$ cat src/beacon_ie_security_classifier_assert.svh
`ifndef BEACON_IE_SECURITY_CLASSIFIER_ASSERT_SVH
`define BEACON_IE_SECURITY_CLASSIFIER_ASSERT_SVH

// same-cycle implication
`define BISC_ASSERT_NOW(label, clk, rst, ante, cons) \
   label: assert property (@(posedge clk) disable iff (rst) (ante) |-> (cons)) \
      else $error("bisc assertion failed");

// next-cycle implication
`define BISC_ASSERT_NEXT(label, clk, rst, ante, cons) \
   label: assert property (@(posedge clk) disable iff (rst) (ante) |=> (cons)) \
      else $error("bisc assertion failed");

`endif

$ cat src/bisc_pkg.sv
package bisc_pkg;

   localparam logic [7:0] ID_RSN    = 8'd48;
   localparam logic [7:0] ID_VENDOR = 8'd221;

   localparam logic [2:0] SEC_OPEN = 3'd0;
   localparam logic [2:0] SEC_WEP  = 3'd1;
   localparam logic [2:0] SEC_WPA  = 3'd2;
   localparam logic [2:0] SEC_WPA2 = 3'd3;
   localparam logic [2:0] SEC_WPA3 = 3'd4;

   localparam logic [1:0] CIPH_NONE = 2'd0;
   localparam logic [1:0] CIPH_WEP  = 2'd1;
   localparam logic [1:0] CIPH_TKIP = 2'd2;
   localparam logic [1:0] CIPH_CCMP = 2'd3;

   localparam logic [7:0] RSN_PAIRWISE_LO = 8'd6;
   localparam logic [7:0] RSN_PAIRWISE_HI = 8'd7;
   localparam logic [7:0] RSN_SUITES_MIN  = 8'd8;
   localparam logic [8:0] AKM_BASE        = 9'd10;
   localparam logic [15:0] PAIRWISE_MAX   = 16'd64;
   localparam logic [8:0] AKM_UNREACHABLE = 9'h1FF;

   typedef enum logic [2:0] {
      PH_ID   = 3'b001,
      PH_LEN  = 3'b010,
      PH_BODY = 3'b100
   } phase_type;

   typedef struct packed {
      logic [7:0] ie_byte;
      logic       byte_present;
      logic       last_byte;
      logic       privacy;
   } item_type;

   typedef struct packed {
      logic rsn;
      logic sae;
      logic wpa;
   } findings_type;

   function automatic logic [7:0] sae_byte(input logic [1:0] pos);
      logic [7:0] r;
      case (pos)
         2'd0: r = 8'h00;
         2'd1: r = 8'h0F;
         2'd2: r = 8'hAC;
         default: r = 8'h08;
      endcase
      return r;
   endfunction

   function automatic logic [7:0] wpa_byte(input logic [1:0] pos);
      logic [7:0] r;
      case (pos)
         2'd0: r = 8'h00;
         2'd1: r = 8'h50;
         2'd2: r = 8'hF2;
         default: r = 8'h01;
      endcase
      return r;
   endfunction

endpackage

$ cat src/bisc_walker.sv
module bisc_walker (
   input  logic                  clock,
   input  logic                  reset,
   input  logic                  step,
   input  bisc_pkg::item_type    item,
   output bisc_pkg::findings_type found_nx
);

   bisc_pkg::phase_type    phase_ff, phase_in;
   logic [7:0]             id_ff, id_in;
   logic [7:0]             len_ff, len_in;
   logic [7:0]             off_ff, off_in;
   logic [7:0]             pc_lo_ff, pc_lo_in;
   logic [15:0]            akm_cnt_ff, akm_cnt_in;
   logic [8:0]             akm_start_ff, akm_start_in;
   logic [3:0]             match_ff, match_in;
   logic                   pend_sae_ff, pend_sae_in;
   logic                   pend_wpa_ff, pend_wpa_in;
   bisc_pkg::findings_type found_ff, found_in;

   always_comb begin
      logic [7:0]  b;
      logic [8:0]  off_inc;
      logic [8:0]  off_w;
      logic [7:0]  rel;
      logic [1:0]  pos;
      logic [15:0] pc_full;
      logic [3:0]  m;
      b        = item.ie_byte;
      off_inc  = {1'b0, off_ff} + 9'd1;
      off_w    = {1'b0, off_ff};
      rel      = off_ff - akm_start_ff[7:0];
      pos      = rel[1:0];
      pc_full  = {b, pc_lo_ff};
      m        = match_ff;

      phase_in     = phase_ff;
      id_in        = id_ff;
      len_in       = len_ff;
      off_in       = off_ff;
      pc_lo_in     = pc_lo_ff;
      akm_cnt_in   = akm_cnt_ff;
      akm_start_in = akm_start_ff;
      match_in     = match_ff;
      pend_sae_in  = pend_sae_ff;
      pend_wpa_in  = pend_wpa_ff;
      found_in     = found_ff;

      if (item.byte_present) begin
         unique case (phase_ff)
            bisc_pkg::PH_ID: begin
               id_in    = b;
               phase_in = bisc_pkg::PH_LEN;
            end
            bisc_pkg::PH_LEN: begin
               len_in       = b;
               off_in       = '0;
               pc_lo_in     = '0;
               akm_cnt_in   = '0;
               akm_start_in = '0;
               match_in     = '0;
               pend_sae_in  = 1'b0;
               pend_wpa_in  = 1'b0;
               if (b == 8'd0) begin
                  if (id_ff == bisc_pkg::ID_RSN) begin
                     found_in.rsn = 1'b1;
                  end
                  phase_in = bisc_pkg::PH_ID;
               end else begin
                  phase_in = bisc_pkg::PH_BODY;
               end
            end
            bisc_pkg::PH_BODY: begin
               if (id_ff == bisc_pkg::ID_RSN) begin
                  if (off_ff == bisc_pkg::RSN_PAIRWISE_LO) begin
                     pc_lo_in = b;
                  end else if (off_ff == bisc_pkg::RSN_PAIRWISE_HI) begin
                     if (pc_full < bisc_pkg::PAIRWISE_MAX) begin
                        akm_start_in = bisc_pkg::AKM_BASE + {1'b0, pc_full[5:0], 2'b00};
                     end else begin
                        akm_start_in = bisc_pkg::AKM_UNREACHABLE;
                     end
                  end else if (off_ff >= bisc_pkg::RSN_SUITES_MIN) begin
                     if (off_w == akm_start_ff - 9'd2) begin
                        akm_cnt_in = {8'd0, b};
                     end else if (off_w == akm_start_ff - 9'd1) begin
                        akm_cnt_in = {b, akm_cnt_ff[7:0]};
                     end else if (off_w >= akm_start_ff) begin
                        if ({10'd0, rel[7:2]} < akm_cnt_ff) begin
                           if (pos == 2'd0) begin
                              m = '0;
                           end
                           if (b == bisc_pkg::sae_byte(pos)) begin
                              m[pos] = 1'b1;
                           end
                           match_in = m;
                           if (pos == 2'd3 && m == 4'hF) begin
                              pend_sae_in = 1'b1;
                           end
                        end
                     end
                  end
               end else if (id_ff == bisc_pkg::ID_VENDOR) begin
                  if (off_ff < 8'd4) begin
                     if (b == bisc_pkg::wpa_byte(off_ff[1:0])) begin
                        m[off_ff[1:0]] = 1'b1;
                     end
                     match_in = m;
                     if (off_ff[1:0] == 2'd3 && m == 4'hF) begin
                        pend_wpa_in = 1'b1;
                     end
                  end
               end

               if (off_inc >= {1'b0, len_ff}) begin
                  if (id_ff == bisc_pkg::ID_RSN) begin
                     found_in.rsn = 1'b1;
                     if (pend_sae_in) begin
                        found_in.sae = 1'b1;
                     end
                  end else if (id_ff == bisc_pkg::ID_VENDOR) begin
                     if (pend_wpa_in) begin
                        found_in.wpa = 1'b1;
                     end
                  end
                  phase_in = bisc_pkg::PH_ID;
               end else begin
                  off_in = off_inc[7:0];
               end
            end
            default: begin
               phase_in = bisc_pkg::PH_ID;
            end
         endcase
      end
   end

   assign found_nx = found_in;

   always_ff @(posedge clock) begin
      if (reset || (step && item.last_byte)) begin
         phase_ff     <= bisc_pkg::PH_ID;
         id_ff        <= '0;
         len_ff       <= '0;
         off_ff       <= '0;
         pc_lo_ff     <= '0;
         akm_cnt_ff   <= '0;
         akm_start_ff <= '0;
         match_ff     <= '0;
         pend_sae_ff  <= 1'b0;
         pend_wpa_ff  <= 1'b0;
         found_ff     <= '0;
      end else if (step) begin
         phase_ff     <= phase_in;
         id_ff        <= id_in;
         len_ff       <= len_in;
         off_ff       <= off_in;
         pc_lo_ff     <= pc_lo_in;
         akm_cnt_ff   <= akm_cnt_in;
         akm_start_ff <= akm_start_in;
         match_ff     <= match_in;
         pend_sae_ff  <= pend_sae_in;
         pend_wpa_ff  <= pend_wpa_in;
         found_ff     <= found_in;
      end
   end

endmodule

$ cat src/bisc_rsp_reg.sv
module bisc_rsp_reg (
   input  logic                   clock,
   input  logic                   reset,
   input  logic                   load,
   input  bisc_pkg::findings_type found,
   input  logic                   privacy,
   input  logic                   rsp_stall,
   output logic                   rsp_valid,
   output logic [2:0]             rsp_security_class,
   output logic [1:0]             rsp_cipher_class,
   output logic                   rsp_secure
);

   logic       valid_ff, valid_in;
   logic [2:0] sec_ff, sec_in;
   logic [1:0] ciph_ff, ciph_in;
   logic       secure_ff;

   always_comb begin
      if (found.rsn) begin
         sec_in  = found.sae ? bisc_pkg::SEC_WPA3 : bisc_pkg::SEC_WPA2;
         ciph_in = bisc_pkg::CIPH_CCMP;
      end else if (found.wpa) begin
         sec_in  = bisc_pkg::SEC_WPA;
         ciph_in = bisc_pkg::CIPH_TKIP;
      end else if (privacy) begin
         sec_in  = bisc_pkg::SEC_WEP;
         ciph_in = bisc_pkg::CIPH_WEP;
      end else begin
         sec_in  = bisc_pkg::SEC_OPEN;
         ciph_in = bisc_pkg::CIPH_NONE;
      end
      valid_in = load | (valid_ff & rsp_stall);
   end

   always_ff @(posedge clock) begin
      if (reset) begin
         valid_ff <= 1'b0;
      end else begin
         valid_ff <= valid_in;
      end
   end

   always_ff @(posedge clock) begin
      if (load) begin
         sec_ff    <= sec_in;
         ciph_ff   <= ciph_in;
         secure_ff <= (sec_in != bisc_pkg::SEC_OPEN);
      end
   end

   assign rsp_valid          = valid_ff;
   assign rsp_security_class = sec_ff;
   assign rsp_cipher_class   = ciph_ff;
   assign rsp_secure         = secure_ff;

endmodule

$ cat src/beacon_ie_security_classifier.sv
// The result register loads a result word when the last input word advances.
// Throughput: one input word per cycle unless stalled; the element walker updates once per word.
// The input stalls only while a last word waits behind a result word still stalled.
// Reset (synchronous): clears the element walker, the findings and both valid flags.
`include "beacon_ie_security_classifier_assert.svh"

module beacon_ie_security_classifier (
   input  logic       clock,
   input  logic       reset,
   input  logic       req_valid,
   output logic       req_stall,
   input  logic [7:0] req_ie_byte,
   input  logic       req_byte_present,
   input  logic       req_last_byte,
   input  logic       req_privacy,
   output logic       rsp_valid,
   input  logic       rsp_stall,
   output logic [2:0] rsp_security_class,
   output logic [1:0] rsp_cipher_class,
   output logic       rsp_secure
);

   logic                   in_valid_ff, in_valid_in;
   bisc_pkg::item_type     item_ff;
   logic                   advance;
   bisc_pkg::findings_type found_nx;

   assign advance   = in_valid_ff & (~item_ff.last_byte | ~rsp_valid | ~rsp_stall);
   assign req_stall = in_valid_ff & ~advance;

   always_comb begin
      in_valid_in = req_stall ? in_valid_ff : req_valid;
   end

   always_ff @(posedge clock) begin
      if (reset) begin
         in_valid_ff <= 1'b0;
      end else begin
         in_valid_ff <= in_valid_in;
      end
   end

   always_ff @(posedge clock) begin
      if (!req_stall) begin
         item_ff.ie_byte      <= req_ie_byte;
         item_ff.byte_present <= req_byte_present;
         item_ff.last_byte    <= req_last_byte;
         item_ff.privacy      <= req_privacy;
      end
   end

   bisc_walker u_walker (
      .clock    (clock),
      .reset    (reset),
      .step     (advance),
      .item     (item_ff),
      .found_nx (found_nx)
   );

   bisc_rsp_reg u_rsp (
      .clock              (clock),
      .reset              (reset),
      .load               (advance & item_ff.last_byte),
      .found              (found_nx),
      .privacy            (item_ff.privacy),
      .rsp_stall          (rsp_stall),
      .rsp_valid          (rsp_valid),
      .rsp_security_class (rsp_security_class),
      .rsp_cipher_class   (rsp_cipher_class),
      .rsp_secure         (rsp_secure)
   );

   `BISC_ASSERT_NOW(a_stall_cause, clock, reset, req_stall, in_valid_ff && rsp_valid && rsp_stall)
   `BISC_ASSERT_NEXT(a_last_gives_rsp, clock, reset, advance && item_ff.last_byte, rsp_valid)
   `BISC_ASSERT_NOW(a_secure_match, clock, reset, rsp_valid, rsp_secure == (rsp_security_class != bisc_pkg::SEC_OPEN))
   `BISC_ASSERT_NOW(a_rsn_ccmp, clock, reset, rsp_valid && (rsp_security_class == bisc_pkg::SEC_WPA3 || rsp_security_class == bisc_pkg::SEC_WPA2), rsp_cipher_class == bisc_pkg::CIPH_CCMP)

endmodule
$ cat config.mk
export PLATFORM = sky130hd
export DESIGN_NAME = beacon_ie_security_classifier
export DESIGN_NICKNAME = d
export VERILOG_FILES = /design/src/bisc_pkg.sv /design/src/bisc_walker.sv /design/src/bisc_rsp_reg.sv /design/src/beacon_ie_security_classifier.sv
export VERILOG_INCLUDE_DIRS = /design/src /design/src/src
export SDC_FILE = /design/constraint.sdc
export NUM_CORES = 1
export LEC_CHECK = 0
export BUFFER_PORTS_ARGS = -buffer_cell sky130_fd_sc_hd__buf_2
export CELL_PAD_IN_SITES_DETAIL_PLACEMENT = 1
export CELL_PAD_IN_SITES_GLOBAL_PLACEMENT = 2
export CORE_MARGIN = 2
export CORE_UTILIZATION = 30
export DETAILED_ROUTE_END_ITERATION = 6
export HOLD_SLACK_MARGIN = 0.05
export PLACE_DENSITY_LB_ADDON = 0.08
export SETUP_SLACK_MARGIN = 0.1
export SLEW_MARGIN = 20
export SYNTH_ARGS = -nofsm -noshare
export SYNTH_HDL_FRONTEND = slang
export SYNTH_HIERARCHICAL = 1
export SYNTH_SLANG_ARGS = --single-unit
export TNS_END_PERCENT = 30
$ cat constraint.sdc
create_clock -name clock -period 4 [get_ports clock]
set_input_delay 0.8 -clock clock [delete_from_list [all_inputs] [get_ports clock]]
set_output_delay 0.8 -clock clock [all_outputs]
set_load 0.02 [all_outputs]
Word-level counts from Yosys, hierarchy flattened

Index checks and enable logic that the tools add are counted.

$add $sub $neg: 5
Order comparisons: 10
Equality and inequality tests: 38
Multiplexer cells: 116
Bitwise logic cells: 13
Reduce and logical (&&, ||, !) cells: 22

Operators by type and width:

| operator            | number |
|---|---|
| $mux 4              | 38 |
| $mux 8              | 18 |
| $mux 16             | 6 |
| $pmux 8 s3          | 2 |
| $mux 9              | 4 |
| $pmux 16 s2         | 1 |
| $pmux 8 s2          | 2 |
| $mux 1              | 28 |
| $mux 3              | 7 |
| $ne 3x3->1 const B  | 7 |
| $eq 8x9->1          | 2 |
| $pmux 9 s2          | 1 |
| $eq 8x3->1 const B  | 2 |
| $eq 8x8->1          | 2 |
| $lt 16x7->1 const B | 1 |
| $lt 6x16->1         | 1 |
| $reduce_and 8->1    | 2 |
| $ne 2x1->1 const B  | 6 |
| $reduce_and 12->1   | 1 |
| $reduce_and 3->1    | 4 |
| $add 4x8->9 const A | 1 |
| $add 8x1->9 const B | 1 |
| $ge 8x9->1          | 1 |
| $ge 9x8->1          | 1 |
| 36 further kinds    | 65 |

Register bits after elaboration: 88
Input bits: 15
Output and inout bits: 8

Logic depth before layout (Yosys ltp)

Depth after elaboration: 46
Gate-level depth with buffers: 18

Cells and area by module

The synthesis kept the hierarchy.

By module, submodules not included:

| module                        | instances | cells each | area an instance (um^2) | seq. area each (um^2) |
|---|---|---|---|---|
| bisc_walker                   | 1         | 582        | 4,631.9                 | 1,381.3 |
| beacon_ie_security_classifier | 1         | 20         | 397.9                   | 350.3 |
| bisc_rsp_reg                  | 1         | 18         | 269.0                   | 200.2 |

Worst setup path before layout

Ideal clock, no wire load.

Kind: register to register
From: reg u_walker.akm_start_ff[2]
To: reg u_rsp.sec_ff[0] (netlist: u_rsp/rsp_security_class[0]), data pin
Arrival time: 3,341 ps
Required time: 3,740 ps
Setup slack: 399 ps
Cell stages (with the launch flop): 18
Path buffers: 1
Cells stage by stage: dfxtp_1 -> clkbuf_1 -> inv_1 -> ha_1 -> nand3_1 -> a21oi_1 -> o311ai_0 -> nand2_1 -> xnor2_1 -> ha_1 -> a21oi_1 -> nand2_1 -> o31a_1 -> nor3_1 -> o21ai_0 -> o41ai_1 -> a41o_1 -> o22ai_2

RTL lines:

| item                     | line               | text |
|---|---|---|
| start: declaration       | bisc_walker.sv:15  | `logic [8:0] akm_start_ff, akm_start_in;` |
| start signal: assignment | bisc_walker.sv:160 | `akm_start_ff <= akm_start_in;` |
| end signal: assignment   | bisc_rsp_reg.sv:46 | `sec_ff <= sec_in;` |
| end: declaration         | bisc_rsp_reg.sv:15 | `logic [2:0] sec_ff, sec_in;` |

==> reports/metrics.cfg <==
[run_status]
outcome = finished, final reports clean

[drt]
drc = 0
drt_iter0_drc = 154
post_drt_via_cell_ratio = 5.31
drtAntennaViolNets = 0
drt-total-wl_mm = 17.4
wl_per_cell_um = 19.6
vias = 4708
drt_first_pass_iters = 4

[timing]
setup_viol = 0
final_hold_viol_count = 0
fin_crit_ns = 3.68
post-route-period-util_pct = 91.9
clock_skew_ns = 0.00821
worst_pin_slew_ns = 0.761
clock.fmax_mhz = 272
setup_tns_ns = 0
max_slew_margin_pct = 49.2
rsz0062_at_grt = true
worst_slack_ns = 0.323
slew_violations = 0

[worst_setup_path]
reg2reg_slack_ns = 0.32
critical-path-slowest-cell = fa_2
cpPeakStageDelay_ns = 0.35
critPathTopFamily = compound AO/OA/AOI/OAI gates
crit_fanout = 4
end_kind = flip-flop
cp-start-kind = flip-flop
critPathBufInv = 3
required_ns = 4.11
worst-path-stages = 19
path_cells = inv_1 > ha_1 > inv_1 > fa_2 > a21o_1 > a21oi_1 > o21bai_1 > a21oi_2 > xnor2_1 > ha_1 > nand3_1 > nor2_1 > o31a_1 > nor3_2 > o21ai_2 > o41ai_2 > buf_4 > a41o_1 > o22ai_2
crit_arrival_ns = 3.79
setup.worst_path.class = reg2reg
rr_worst_depth = 19

[global_routing]
grt_pass1_wl_mm = 27.7
grt_max_degree = 26
grt_overflow = 0
antenna_found_initial = 0
grt_util_all_layers_pct = 19.8
grt_pass1_vias = 4885

[power]
power_density_mw_per_mm2 = 296
pwr-share-clk_pct = 45.4
p_leak_uw = 0.00251
comb_power_share_pct = 3.6
power.internal_uw = 1380
p_sw_share_pct = 24.5
vdd_drop_max_v = 0.000191
power_switching_uw = 449
sequentialPowerShare_pct = 51.0

[finish]
nFillCells = 2050
antenna_cells = 0
nNetsFinal = 706
utilization_pct = 35.8
stdcell_area_sq_mm = 0.00619
synthToLayoutAreaGrowth_pct = 16.7
drive_gt1_share_pct = 18.3

[clock_tree]
cts_hold_buf = 0
clkTransAtPathRegs_ns = 0.07
cts.sinks = 88
clock_tree.root_cell = clkbuf_16
cts.htree.levels = 3
tritoncts = done
clock_path_buffers = 2
clk_latency_ns = 0.36
cts_made_buffers = 9

[logic_synthesis]
ys_top_cells_by_count = 76 x nor2_1, 71 x dfxtp_1, 52 x a21oi_1
synth-seq-cells = 88
synthFlopType = dfxtp_1
synth_top_area_share_pct = 26.8
yosysMostFrequentCell = nor2_1
postSynthAreaPerCell_sq_um = 8.55
synth_area_leaders = dfxtp_1 27%, edfxtp_1 9.6%, ha_1 7.8%
ys_types = 73
netlist_area_sq_mm = 0.00530
syn_nets = 669
ys_async_sr_fraction_pct = 0
synth_edf_count = 17
yosysWarnings = 6
yosysSeqAreaShare_pct = 36.5
yosysTopAreaCell = dfxtp_1
synthCells = 620

[worst_hold_path]
hold_class = reg2reg
holdPathStages = 1

[place]
dp_slack_ns = -0.0809
gp_congestion = 0.826
postPlaceCellArea_sq_mm = 0.00585
io_buffer_count = 22
place_hpwl_mm = 13.0

[floorplanning]
start_util_pct = 30.6
rows = 48
floorplan.io_pins = 23
core-area_sq_mm = 0.0173
dieArea_sq_mm = 0.0187
chipHeight_um = 137
die_x_um = 137

[run]
maxCapViolCount = 0

## cell usage in the layout, fill, tap and decap left out, types with 11 or more instances in the layout
master    instances
o21ai_0          21
dfxtp_1          71
and3_1           11
ha_1             32
buf_2            22
edfxtp_1         17
buf_4            41
inv_1            39
nand3_1          22
a21oi_1          51
xnor2_1          16
nor2_1           76
nand2_1          35
mux2i_1          17
nor3_1           12
## cell families (layout without fill, tap and decap cells)
family                     after synthesis  after routing  synth area share [%]
DFF                                     88             88                  36.5
and+or+nand+nor                        215            215                  20.9
AOI/OAI and AO/OA                      163            163                  20.9
muxes                                   18             18                  3.42
adders and majority gates               34             34                  8.17
xor gates and xnor gates                26             26                  4.44
buffers and inverters                   76            118                  5.62
## worst paths after layout
| kind | startpoint | end |
|---|---|---|
| max | u_walker/off_ff[0] | u_rsp/rsp_security_class[0] |
| min | u_walker/akm_cnt_ff[13] | u_walker/akm_cnt_ff[13] |
| max reg2reg | u_walker/off_ff[0] | u_rsp/rsp_security_class[0] |
| min reg2reg | u_walker/akm_cnt_ff[13] | u_walker/akm_cnt_ff[13] |
## worst reg2reg max path, cell delays in order (launching register included)
cell	delay, ns
dfxtp_1	0.31
inv_1	0.08
ha_1	0.17
inv_1	0.06
fa_2	0.35
a21o_1	0.16
a21oi_1	0.21
o21bai_1	0.11
a21oi_2	0.13
xnor2_1	0.13
ha_1	0.27
nand3_1	0.10
nor2_1	0.06
o31a_1	0.32
nor3_2	0.18
o21ai_2	0.12
o41ai_2	0.21
buf_4	0.16
a41o_1	0.22
o22ai_2	0.10
## sequential cells by signal, summed over array words and instances, names as in the netlist
register	count
u_walker/len_ff	8
u_walker/pc_lo_ff	8
u_walker/id_ff	8
item_ff	11
u_rsp/rsp_security_class	3
in_valid_ff	1
u_walker/phase_ff	3
u_walker/akm_cnt_ff	16
u_rsp/rsp_secure	1
u_walker/pend_wpa_ff	1
u_rsp/rsp_valid	1
u_rsp/rsp_cipher_class	2
u_walker/pend_sae_ff	1
u_walker/off_ff	8
u_walker/match_ff	4
u_walker/akm_start_ff	9
u_walker/found_ff	3
## layout make-up
type / instances / area [sq um] / area share [%]
Clock buffer: 10 / 239 / 3.86
Multi-Input combinational cell: 456 / 3120 / 50.4
Inverter: 39 / 146 / 2.37
Sequential cell: 88 / 1930 / 31.2
Tap cell: 225 / 282 / 4.55
Clock inverter: 6 / 50.0 / 0.809
Timing Repair Buffer: 63 / 418 / 6.76
## power by group through the flow
stage | logic [uW] | clock network [uW] | registers, uW
finish | 65.8 | 831 | 936
detailed placement | 66.4 | 0 | 957
floorplan | 43.3 | 0 | 942
global placement | 65.2 | 0 | 956
CTS | 66.6 | 861 | 936
global route | 72.9 | 895 | 937
## through the flow
step	instances	total power [uW]	hold slack [ns]
floorplan	620	986	0.432
CTS	886	1860	0.476
global placement	870	1020	0.442
global route	887	1900	0.496
detailed placement	870	1020	0.456
finish	887	1830	0.476
## routing by layer
metal  global-route usage [%]  wire length (um)  up-vias
met2                     33.6              8410       47
li1                         -                 -     2311
met5                        0                 0        -
met1                     25.7              8190     2330
met3                     3.33               454       20
met4                     6.07               310        0
## what timing repair did
item	in CTS	in global routing
gates cloned	0	0
setup endpoints to repair	5	12
pin swaps	1	1
buffers inserted	0	1
resized for setup	3	8
Note: power is estimated with default switching activity, not from simulation.
